$ cat config.mk
export PLATFORM = sky130hd
export DESIGN_NAME = dht22_single_wire_reader_unit
export DESIGN_NICKNAME = d
export VERILOG_FILES = /design/src/sv/dht_pkg.sv /design/src/sv/dht22_single_wire_reader_unit.sv /design/src/sv/dht_width_cell.sv /design/src/sv/dht_bit_decoder.sv
export SDC_FILE = /design/constraint.sdc
export NUM_CORES = 1
export LEC_CHECK = 0
export ABC_CLOCK_PERIOD_IN_PS = 68000
export BUFFER_PORTS_ARGS = -buffer_cell sky130_fd_sc_hd__buf_4
export CORE_MARGIN = 2
export CORE_UTILIZATION = 45
export CTS_BUF_LIST = sky130_fd_sc_hd__clkbuf_16
export DETAILED_ROUTE_END_ITERATION = 8
export SYNTH_ARGS = -nofsm -noshare
export SYNTH_HDL_FRONTEND = slang
export SYNTH_SLANG_ARGS = --single-unit
$ cat constraint.sdc
create_clock -name clk_i -period 68 [get_ports clk_i]
set_input_delay 6.8 -clock clk_i [delete_from_list [all_inputs] [get_ports clk_i]]
set_output_delay 6.8 -clock clk_i [all_outputs]
set_load 0.02 [all_outputs]
$ cat src/sv/dht_pkg.sv
// ----------------------------------------------------------------------------
// dht_pkg - shared definitions for the single-wire humidity sensor reader
// Widths, register indexes, status codes and the decode result record.
// ----------------------------------------------------------------------------
package dht_pkg;

  localparam int COUNT_BITS   = 24;
  localparam int PULSE_PAIRS  = 41;
  localparam int DATA_BITS    = PULSE_PAIRS - 1;
  localparam int SUM_BITS     = 30;
  localparam int IDX_BITS     = $clog2(PULSE_PAIRS + 1);
  localparam int BITCNT_BITS  = $clog2(DATA_BITS);
  localparam int CFG_IDX_BITS = 2;

  localparam logic [COUNT_BITS-1:0] COUNT_MAX = {COUNT_BITS{1'b1}};

  // Configuration register indexes.
  localparam logic [CFG_IDX_BITS-1:0] REG_PREAMBLE_HIGH = 2'd0;
  localparam logic [CFG_IDX_BITS-1:0] REG_START_LOW     = 2'd1;
  localparam logic [CFG_IDX_BITS-1:0] REG_RELEASE_HIGH  = 2'd2;
  localparam logic [CFG_IDX_BITS-1:0] REG_TIMEOUT       = 2'd3;

  localparam logic [COUNT_BITS-1:0] PREAMBLE_HIGH_RST = 24'd500000;
  localparam logic [COUNT_BITS-1:0] START_LOW_RST     = 24'd20000;
  localparam logic [COUNT_BITS-1:0] RELEASE_HIGH_RST  = 24'd30;
  localparam logic [COUNT_BITS-1:0] TIMEOUT_RST       = 24'd3200000;

  // Read completion status codes.
  localparam logic [1:0] ST_OK            = 2'd0;
  localparam logic [1:0] ST_NO_RESPONSE   = 2'd1;
  localparam logic [1:0] ST_PULSE_TIMEOUT = 2'd2;
  localparam logic [1:0] ST_CHECKSUM      = 2'd3;

  typedef struct packed {
    logic        done;
    logic [1:0]  status;
    logic [15:0] humidity;
    logic [15:0] temperature;
  } dht_result_t;

endpackage

$ cat src/sv/dht22_single_wire_reader_unit.sv
// ----------------------------------------------------------------------------
// dht22_single_wire_reader_unit - single-wire temperature/humidity reader
// Generates the start sequence on the wire, times the sensor's pulse train
// tick by tick, and decodes the 40-bit frame into tenths of a unit.
// ----------------------------------------------------------------------------
//
//  Channel | Direction | Handshake                | Payload
//  --------+-----------+--------------------------+-------------------------------
//  in      | input     | in_valid_i / in_stall_o   | mode_i, pin_level_i
//  out     | output    | out_valid_o / out_stall_i | drive_enable_o, drive_level_o,
//          |           |                          | done_res_o, status_o,
//          |           |                          | humidity_tenths_o,
//          |           |                          | temperature_tenths_o
//  cfg     | input     | cfg_we_i (no wait)       | cfg_index_i, cfg_wdata_i
//
// Every input transfer yields exactly one output transfer. A start item or a
// tick item has its result loaded into the output register in the cycle that
// accepts it. The tick that ends the last high pulse of a frame is accepted
// first; then the width chain drains through the serial bit slicer, the
// checksum and conversion are done, and the result is loaded.
// The input is stalled while the frame is decoded and while a result
// is stalled at the output. Reset is asynchronous and active low; it returns
// the sequencer to idle and loads the default timing registers.
//
// The 40 high-pulse widths live in a chain of cells. Each data high pulse
// shifts its width into the head of the chain, so after a full frame the
// first bit sits in the last cell and drains out first (MSB first).
// ----------------------------------------------------------------------------
module dht22_single_wire_reader_unit
  import dht_pkg::*;
(
  input  logic                    clk_i,
  input  logic                    rst_ni,
  // Input item channel
  input  logic                    in_valid_i,
  output logic                    in_stall_o,
  input  logic                    mode_i,
  input  logic                    pin_level_i,
  // Result channel
  output logic                    out_valid_o,
  input  logic                    out_stall_i,
  output logic                    drive_enable_o,
  output logic                    drive_level_o,
  output logic                    done_res_o,
  output logic [1:0]              status_o,
  output logic [15:0]             humidity_tenths_o,
  output logic signed [15:0]      temperature_tenths_o,
  // Configuration write port
  input  logic                    cfg_we_i,
  input  logic [CFG_IDX_BITS-1:0] cfg_index_i,
  input  logic [COUNT_BITS-1:0]   cfg_wdata_i
);

  typedef enum logic [2:0] {
    PH_IDLE,
    PH_PRE,
    PH_START_LOW,
    PH_REL,
    PH_WAIT,
    PH_LOW,
    PH_HIGH,
    PH_DECODE
  } phase_e;

  // Timing registers.
  logic [COUNT_BITS-1:0] pre_q, start_q, rel_q, timeout_q;

  // Sequencer state.
  phase_e                phase_q, phase_d;
  logic [COUNT_BITS-1:0] tick_q, tick_d;
  logic [IDX_BITS-1:0]   pidx_q, pidx_d;
  logic [SUM_BITS-1:0]   sum_q, sum_d;

  // Output register.
  logic        out_valid_q;
  logic        drv_en_q, drv_lvl_q, done_q;
  logic [1:0]  status_q;
  logic [15:0] hum_q, temp_q;

  logic                  in_acc;
  logic                  out_load;
  logic                  go_decode;
  logic                  store_width;
  logic                  r_done;
  logic [1:0]            r_status;
  logic [COUNT_BITS-1:0] tick_inc;
  logic [COUNT_BITS-1:0] drv_len;
  logic                  tmo;
  logic                  tmo_first;
  logic                  next_drv;

  logic                  chain_shift;
  logic                  dec_shift;
  logic [COUNT_BITS-1:0] cell_out [DATA_BITS];
  dht_result_t           dec_res;

  // Skips drive phases whose programmed length is zero.
  function automatic phase_e skip_empty(phase_e p, logic [COUNT_BITS-1:0] pre,
                                        logic [COUNT_BITS-1:0] stl,
                                        logic [COUNT_BITS-1:0] rel);
    phase_e ph;
    ph = p;
    if (ph == PH_PRE && pre == '0) ph = PH_START_LOW;
    if (ph == PH_START_LOW && stl == '0) ph = PH_REL;
    if (ph == PH_REL && rel == '0) ph = PH_WAIT;
    return ph;
  endfunction

  assign in_stall_o = (phase_q == PH_DECODE) || (out_valid_q && out_stall_i);
  assign in_acc     = in_valid_i && !in_stall_o;

  // Tick counters saturate at the top of their range.
  assign tick_inc  = (tick_q == COUNT_MAX) ? tick_q : tick_q + 1'b1;
  assign tmo       = tick_inc >= timeout_q;
  // A wait that begins on this sample has counted one tick.
  assign tmo_first = timeout_q <= COUNT_BITS'(1);

  always_comb begin
    case (phase_q)
      PH_PRE:       drv_len = pre_q;
      PH_START_LOW: drv_len = start_q;
      default:      drv_len = rel_q;
    endcase
  end

  always_comb begin
    phase_d     = phase_q;
    tick_d      = tick_q;
    pidx_d      = pidx_q;
    sum_d       = sum_q;
    r_done      = 1'b0;
    r_status    = ST_OK;
    go_decode   = 1'b0;
    store_width = 1'b0;

    if (in_acc) begin
      if (mode_i) begin
        // A start aborts any read in progress.
        phase_d = skip_empty(PH_PRE, pre_q, start_q, rel_q);
        tick_d  = '0;
        pidx_d  = '0;
        sum_d   = '0;
      end else begin
        case (phase_q)
          PH_PRE, PH_START_LOW, PH_REL: begin
            if (tick_inc >= drv_len) begin
              tick_d = '0;
              if (phase_q == PH_PRE) begin
                phase_d = skip_empty(PH_START_LOW, pre_q, start_q, rel_q);
              end else if (phase_q == PH_START_LOW) begin
                phase_d = skip_empty(PH_REL, pre_q, start_q, rel_q);
              end else begin
                phase_d = PH_WAIT;
              end
            end else begin
              tick_d = tick_inc;
            end
          end
          PH_WAIT: begin
            if (pin_level_i) begin
              if (tmo) begin
                phase_d  = PH_IDLE;
                tick_d   = '0;
                r_done   = 1'b1;
                r_status = ST_NO_RESPONSE;
              end else begin
                tick_d = tick_inc;
              end
            end else begin
              // The sensor answered: this sample opens the response low pulse.
              pidx_d = '0;
              sum_d  = '0;
              if (tmo_first) begin
                phase_d  = PH_IDLE;
                tick_d   = '0;
                r_done   = 1'b1;
                r_status = ST_PULSE_TIMEOUT;
              end else begin
                phase_d = PH_LOW;
                tick_d  = COUNT_BITS'(1);
              end
            end
          end
          PH_LOW: begin
            if (!pin_level_i) begin
              if (tmo) begin
                phase_d  = PH_IDLE;
                tick_d   = '0;
                r_done   = 1'b1;
                r_status = ST_PULSE_TIMEOUT;
              end else begin
                tick_d = tick_inc;
              end
            end else begin
              if (pidx_q != '0) begin
                sum_d = sum_q + SUM_BITS'(tick_q);
              end
              if (tmo_first) begin
                phase_d  = PH_IDLE;
                tick_d   = '0;
                r_done   = 1'b1;
                r_status = ST_PULSE_TIMEOUT;
              end else begin
                phase_d = PH_HIGH;
                tick_d  = COUNT_BITS'(1);
              end
            end
          end
          PH_HIGH: begin
            if (pin_level_i) begin
              if (tmo) begin
                phase_d  = PH_IDLE;
                tick_d   = '0;
                r_done   = 1'b1;
                r_status = ST_PULSE_TIMEOUT;
              end else begin
                tick_d = tick_inc;
              end
            end else begin
              // The response pair is not a data bit and is not stored.
              store_width = (pidx_q != '0);
              pidx_d      = pidx_q + 1'b1;
              if (pidx_q == IDX_BITS'(DATA_BITS)) begin
                phase_d   = PH_DECODE;
                go_decode = 1'b1;
              end else if (tmo_first) begin
                phase_d  = PH_IDLE;
                tick_d   = '0;
                r_done   = 1'b1;
                r_status = ST_PULSE_TIMEOUT;
              end else begin
                phase_d = PH_LOW;
                tick_d  = COUNT_BITS'(1);
              end
            end
          end
          default: phase_d = PH_IDLE;
        endcase
      end
    end else if (phase_q == PH_DECODE && dec_res.done) begin
      phase_d = PH_IDLE;
      tick_d  = '0;
    end
  end

  assign next_drv = (phase_d == PH_PRE) || (phase_d == PH_START_LOW) ||
                    (phase_d == PH_REL);
  assign out_load = (in_acc && !go_decode) || (phase_q == PH_DECODE && dec_res.done);

  always_ff @(posedge clk_i or negedge rst_ni) begin
    if (!rst_ni) begin
      pre_q       <= PREAMBLE_HIGH_RST;
      start_q     <= START_LOW_RST;
      rel_q       <= RELEASE_HIGH_RST;
      timeout_q   <= TIMEOUT_RST;
      phase_q     <= PH_IDLE;
      tick_q      <= '0;
      pidx_q      <= '0;
      sum_q       <= '0;
      out_valid_q <= 1'b0;
    end else begin
      if (cfg_we_i) begin
        unique case (cfg_index_i)
          REG_PREAMBLE_HIGH: pre_q     <= cfg_wdata_i;
          REG_START_LOW:     start_q   <= cfg_wdata_i;
          REG_RELEASE_HIGH:  rel_q     <= cfg_wdata_i;
          REG_TIMEOUT:       timeout_q <= cfg_wdata_i;
          default:           ;
        endcase
      end
      phase_q <= phase_d;
      tick_q  <= tick_d;
      pidx_q  <= pidx_d;
      sum_q   <= sum_d;
      if (out_load) begin
        out_valid_q <= 1'b1;
      end else if (!out_stall_i) begin
        out_valid_q <= 1'b0;
      end
    end
  end

  // Result payload.
  always_ff @(posedge clk_i) begin
    if (out_load) begin
      if (phase_q == PH_DECODE) begin
        drv_en_q  <= 1'b0;
        drv_lvl_q <= 1'b0;
        done_q    <= dec_res.done;
        status_q  <= dec_res.status;
        hum_q     <= dec_res.humidity;
        temp_q    <= dec_res.temperature;
      end else begin
        drv_en_q  <= next_drv;
        drv_lvl_q <= next_drv && (phase_d != PH_START_LOW);
        done_q    <= r_done;
        status_q  <= r_status;
        hum_q     <= '0;
        temp_q    <= '0;
      end
    end
  end

  // High-pulse width chain.
  assign chain_shift = store_width || dec_shift;

  for (genvar i = 0; i < DATA_BITS; i++) begin : g_cell
    if (i == 0) begin : g_head
      dht_width_cell u_cell (
        .clk_i   (clk_i),
        .shift_i (chain_shift),
        .width_i (tick_q),
        .width_o (cell_out[i])
      );
    end else begin : g_body
      dht_width_cell u_cell (
        .clk_i   (clk_i),
        .shift_i (chain_shift),
        .width_i (cell_out[i-1]),
        .width_o (cell_out[i])
      );
    end
  end

  dht_bit_decoder u_decoder (
    .clk_i     (clk_i),
    .rst_ni    (rst_ni),
    .start_i   (go_decode),
    .low_sum_i (sum_q),
    .width_i   (cell_out[DATA_BITS-1]),
    .shift_o   (dec_shift),
    .result_o  (dec_res)
  );

  assign out_valid_o          = out_valid_q;
  assign drive_enable_o       = drv_en_q;
  assign drive_level_o        = drv_lvl_q;
  assign done_res_o           = done_q;
  assign status_o             = status_q;
  assign humidity_tenths_o    = hum_q;
  assign temperature_tenths_o = temp_q;

`ifndef NO_ASSERTIONS
  // A decoded frame must never land on a result that is still waiting.
  a_dec_no_overwrite: assert property (@(posedge clk_i) disable iff (!rst_ni)
    (phase_q == PH_DECODE && dec_res.done) |-> !out_valid_q)
    else $error("decode result would overwrite a pending result");

  // The chain only drains while the sequencer is decoding a frame.
  a_drain_in_decode: assert property (@(posedge clk_i) disable iff (!rst_ni)
    dec_shift |-> (phase_q == PH_DECODE))
    else $error("width chain drained outside of decode");

  // The pulse counter never runs past the last pulse pair.
  a_pidx_range: assert property (@(posedge clk_i) disable iff (!rst_ni)
    (phase_q == PH_LOW || phase_q == PH_HIGH) |-> (pidx_q <= IDX_BITS'(DATA_BITS)))
    else $error("pulse index out of range");

  // A finished read always leaves the wire released.
  a_done_released: assert property (@(posedge clk_i) disable iff (!rst_ni)
    (out_valid_o && done_res_o) |-> !drive_enable_o)
    else $error("read finished while the wire is driven");

  // Status and readings are zero on results that do not end a read.
  a_idle_fields: assert property (@(posedge clk_i) disable iff (!rst_ni)
    (out_valid_o && !done_res_o) |->
      (status_o == ST_OK && humidity_tenths_o == 16'd0))
    else $error("nonzero status on a result that does not end a read");
`endif

endmodule

$ cat src/sv/dht_width_cell.sv
// ----------------------------------------------------------------------------
// dht_width_cell - one stage of the high-pulse width chain
// Holds one measured width and passes it to the next stage on a shift.
// ----------------------------------------------------------------------------
module dht_width_cell
  import dht_pkg::*;
(
  input  logic                  clk_i,
  input  logic                  shift_i,
  input  logic [COUNT_BITS-1:0] width_i,
  output logic [COUNT_BITS-1:0] width_o
);

  logic [COUNT_BITS-1:0] width_q;
  logic [COUNT_BITS-1:0] width_d;

  assign width_d = shift_i ? width_i : width_q;

  always_ff @(posedge clk_i) begin
    width_q <= width_d;
  end

  assign width_o = width_q;

endmodule

$ cat src/sv/dht_bit_decoder.sv
// ----------------------------------------------------------------------------
// dht_bit_decoder - serial bit slicer and frame checker
// Drains the width chain one entry per cycle, slices each width against the
// mean low width, then checks the sum byte and converts the readings.
// ----------------------------------------------------------------------------
module dht_bit_decoder
  import dht_pkg::*;
(
  input  logic                  clk_i,
  input  logic                  rst_ni,
  input  logic                  start_i,
  input  logic [SUM_BITS-1:0]   low_sum_i,
  input  logic [COUNT_BITS-1:0] width_i,
  output logic                  shift_o,
  output dht_result_t           result_o
);

  typedef enum logic [1:0] {
    DEC_IDLE,
    DEC_SHIFT,
    DEC_CHECK
  } dec_state_e;

  dec_state_e               state_q;
  logic [BITCNT_BITS-1:0]   cnt_q;
  logic [DATA_BITS-1:0]     bits_q;
  dht_result_t              res_q;

  logic [SUM_BITS-1:0] scaled;
  logic                bit_val;
  logic [7:0]          b0, b1, b2, b3, b4;
  logic [7:0]          sum8;
  logic [15:0]         mag;

  // A width w is a one when w >= floor(sum / 40), which is 40 * w + 40 > sum.
  assign scaled  = {1'b0, width_i, 5'b0} + {3'b0, width_i, 3'b0}
                 + SUM_BITS'(DATA_BITS);
  assign bit_val = scaled > low_sum_i;

  assign b0   = bits_q[39:32];
  assign b1   = bits_q[31:24];
  assign b2   = bits_q[23:16];
  assign b3   = bits_q[15:8];
  assign b4   = bits_q[7:0];
  assign sum8 = b0 + b1 + b2 + b3;
  assign mag  = {1'b0, b2[6:0], b3};

  always_ff @(posedge clk_i or negedge rst_ni) begin
    if (!rst_ni) begin
      state_q <= DEC_IDLE;
      cnt_q   <= '0;
      bits_q  <= '0;
      res_q   <= '0;
    end else begin
      unique case (state_q)
        DEC_IDLE: begin
          res_q.done <= 1'b0;
          cnt_q      <= '0;
          if (start_i) begin
            state_q <= DEC_SHIFT;
          end
        end
        DEC_SHIFT: begin
          res_q.done <= 1'b0;
          bits_q     <= {bits_q[DATA_BITS-2:0], bit_val};
          cnt_q      <= cnt_q + 1'b1;
          if (cnt_q == BITCNT_BITS'(DATA_BITS - 1)) begin
            state_q <= DEC_CHECK;
          end
        end
        DEC_CHECK: begin
          res_q.done <= 1'b1;
          if (b4 != sum8) begin
            res_q.status      <= ST_CHECKSUM;
            res_q.humidity    <= '0;
            res_q.temperature <= '0;
          end else begin
            res_q.status      <= ST_OK;
            res_q.humidity    <= {b0, b1};
            res_q.temperature <= b2[7] ? (16'd0 - mag) : mag;
          end
          state_q <= DEC_IDLE;
        end
        default: begin
          res_q.done <= 1'b0;
          state_q    <= DEC_IDLE;
        end
      endcase
    end
  end

  assign shift_o  = (state_q == DEC_SHIFT);
  assign result_o = res_q;

endmodule

==> metrics <==
status=completed; layout cells sized above 1=14.5%; setup tns final=0 ps; Worst Setup End Kind=output pin; Worst Skew=50.7 ps; Top FF cell, synth=edfxtp_1; GP Congestion=0.819; clock sinks=~1200; post-CTS setup buffer count=0; worst-margin pin slew=1160 ps; Via-to-Cell Ratio=5.16; routed length on met2=32.9 mm; overall die width=between 300 and 400 µm; Max Used Layer=met4; LEAKAGE=19.4 nW; # resized after CTS=0; PD cells=30.0 nW/µm²; WP data required=61200 ps; CTS clk-pin slew, worst paths=70 ps; RSZ-0062 raised after global routing=false; worst-skew pair later-pin latency=720 ps; row count=around 120; synthesized area per cell=17.3 µm²; Final Setup Violations=0; Net Count, Synth=2869; Hold Buf Count CTS=0; Max Cap Violations=0; die height=324 µm; Slew Viols, Final=0; synthesis warning total=0; Netlist cell types=78; crit-path max FO=4; critical path data arrival time=7260 ps; Post-Syn Area=around 46000 µm²; HP Start=g_cell[5].g_body.u_cell.width_o[12]; Final Cell Area=52500 µm²; largest net degree at the start of global routing=between 150 and 200; critical path class=in -> out; mean routed wirelength per cell=17.4 µm; initial antenna violation count=0; Final Hold Viols=0; Critical Path Source Type=input port; r2r startpoint=phase_q[2]; post-synthesis sequential area ratio=78.2%; Period Utilization, post-route=between 20% and 30%; HP Class=reg -> reg; Final WS setup=about 54000 ps; #FFs+latches synth=1239; cells after synthesis=2664; Tot GR Track Use=14.4%; Core ar.=102000 µm²; Total Die Area=105000 µm²; DR DRC count=0; CTS Buffer Depth=3; Final ANT Viol Nets=0; Initial Util=between 40% and 50%; H-Tree Depth=3; max_slew headroom=22.3%; final hold slack=404 ps; number of DRC markers in iteration 0=about 1900; CTS Root Cell=clkbuf_16; met3 routed WL=~3.5 mm; 1st-pass router iterations=5; Post-Route WL=74.8 mm; Overflow after GRT=0; Util after Layout=51.6%; Max Clock Freq=approximately 70 MHz; Ports=72; commonest non-fill, non-tap cell in the layout=edfxtp_1; TritonCTS Buffers=120; Vias=22200; CTS tree=yes; DPL Wire Length=47.5 mm; via count of the first global-routing pass=22300; commonest cells after routing, fill and taps aside=edfxtp_1 (997), dfrtp_1 (220), nand2_1 (189), ha_1 (157), clkbuf_16 (121); dpl ws=53940 ps; Worst Setup SP=out_stall_i; Max VDD drop=0.0235 mV; DRT met1 WL=36.3 mm; Post-Place Cell Area=48300 µm²; Area growth, synth to finish=13.8%; Async S/R FF share, synth=19.5%; Post-synth EDFFs=997; input/output buffers=between 70 and 80; first-pass GRT wire length=120 mm; fin crit period=14060 ps; diodes inserted=0; layout net count=3028
## cell families (layout without fill, tap and decap cells)
| kind of cell | count (synthesis) | after routing | synth area share, % |
|---|---|---|---|
| buffers and inverters | 150 | 416 | 1.26 |
| multiplexers | 99 | 99 | 2.42 |
| flip-flops | 1239 | 1239 | 78.2 |
| XOR/XNOR | 93 | 93 | 1.77 |
| AO/OA/AOI/OAI | 401 | 401 | 5.97 |
| adder cells (fa/ha/maj) | 172 | 172 | 4.91 |
| AND/OR/NAND/NOR | 510 | 510 | 5.50 |
## final timing paths
check	end	slack, ps	cells past startpoint
max	in_stall_o	53940	4
min	g_cell[6].g_body.u_cell.width_o[12]	400	0
max reg2reg	g_cell[34].g_body.u_cell.width_o[8]	61180	8
min reg2reg	g_cell[6].g_body.u_cell.width_o[12]	400	0
max in group asynchronous	timeout_q[11]	60420	2
min in group asynchronous	u_decoder.result_o[7]	6040	1
## critical path, cell delays in order
cell     delay (ps)
buf_4           110
nand2_1         120
nand2_1          70
buf_4           160
## power by group
group          switching (mW)  internal [mW]  leakage [nW]
Clock                   0.285          0.388          2.04
Combinational          0.0356         0.0270          5.18
Sequential             0.0119          0.825          12.2
## metrics by stage
step	total power [mW]	std cells
floorplan	0.891	2664
global placement	0.913	4069
detailed placement	0.916	4069
CTS	1.59	4298
global route	1.63	4298
finish	1.57	4298
## metal layers
metal | track usage, % | up-vias
met3 | 3.05 | 152
met4 | 5.17 | 0
met5 | 0 | -
met1 | 21.2 | 11100
met2 | 21.3 | 457
li1 | - | 10500
## synth_stat cells (9+ instances only)
library cell	instances	area share, %
inv_1	92	0.75
dfstp_2	22	1.3
ha_1	157	4.3
fa_1	15	0.65
nor3_1	23	0.25
nand4_1	23	0.31
a21o_1	37	0.60
nor2_1	72	0.59
nor2b_1	22	0.30
xnor2_1	57	1.1
o21ai_0	67	0.73
clkbuf_1	47	0.38
o211ai_1	10	0.16
nand2_1	189	1.5
a22o_1	73	1.4
nand3_1	47	0.51
edfxtp_1	997	65
o22ai_1	18	0.24
a21oi_1	96	1.0
and3_1	10	0.14
o31ai_1	16	0.26
a31oi_1	9	0.12
xor2_1	36	0.68
and2_1	35	0.48
nor4_1	29	0.39
nand2b_1	18	0.24
o21a_1	9	0.15
mux2_2	99	2.4
dfrtp_1	220	12
## final cells by class
cell class | count | area (µm²)
multi-input cells | 1275 | 9530
flip-flops and latches | 1239 | 36000
fillers | 8149 | 49300
repair buffers | 95 | 733
well taps | 1368 | 1710
clock inverters | 108 | 1090
clock buffers | 121 | 3030
inverters | 92 | 345
## sequential cells by signal, summed over array words and instances (netlist names)
signal	cells
g_cell.g_head.u_cell.width_o	24
sum_q	30
u_decoder.result_o	34
tick_q	24
timeout_q	24
rel_q	24
u_decoder.state_q	2
g_cell.g_body.u_cell.width_o	936
pre_q	24
drive_level_o	1
status_o	2
phase_q	3
out_valid_o	1
pidx_q	6
start_q	24
drive_enable_o	1
temperature_tenths_o	16
u_decoder.bits_q	40
u_decoder.cnt_q	6
done_res_o	1
humidity_tenths_o	16
(Power assumes the default switching activity.)
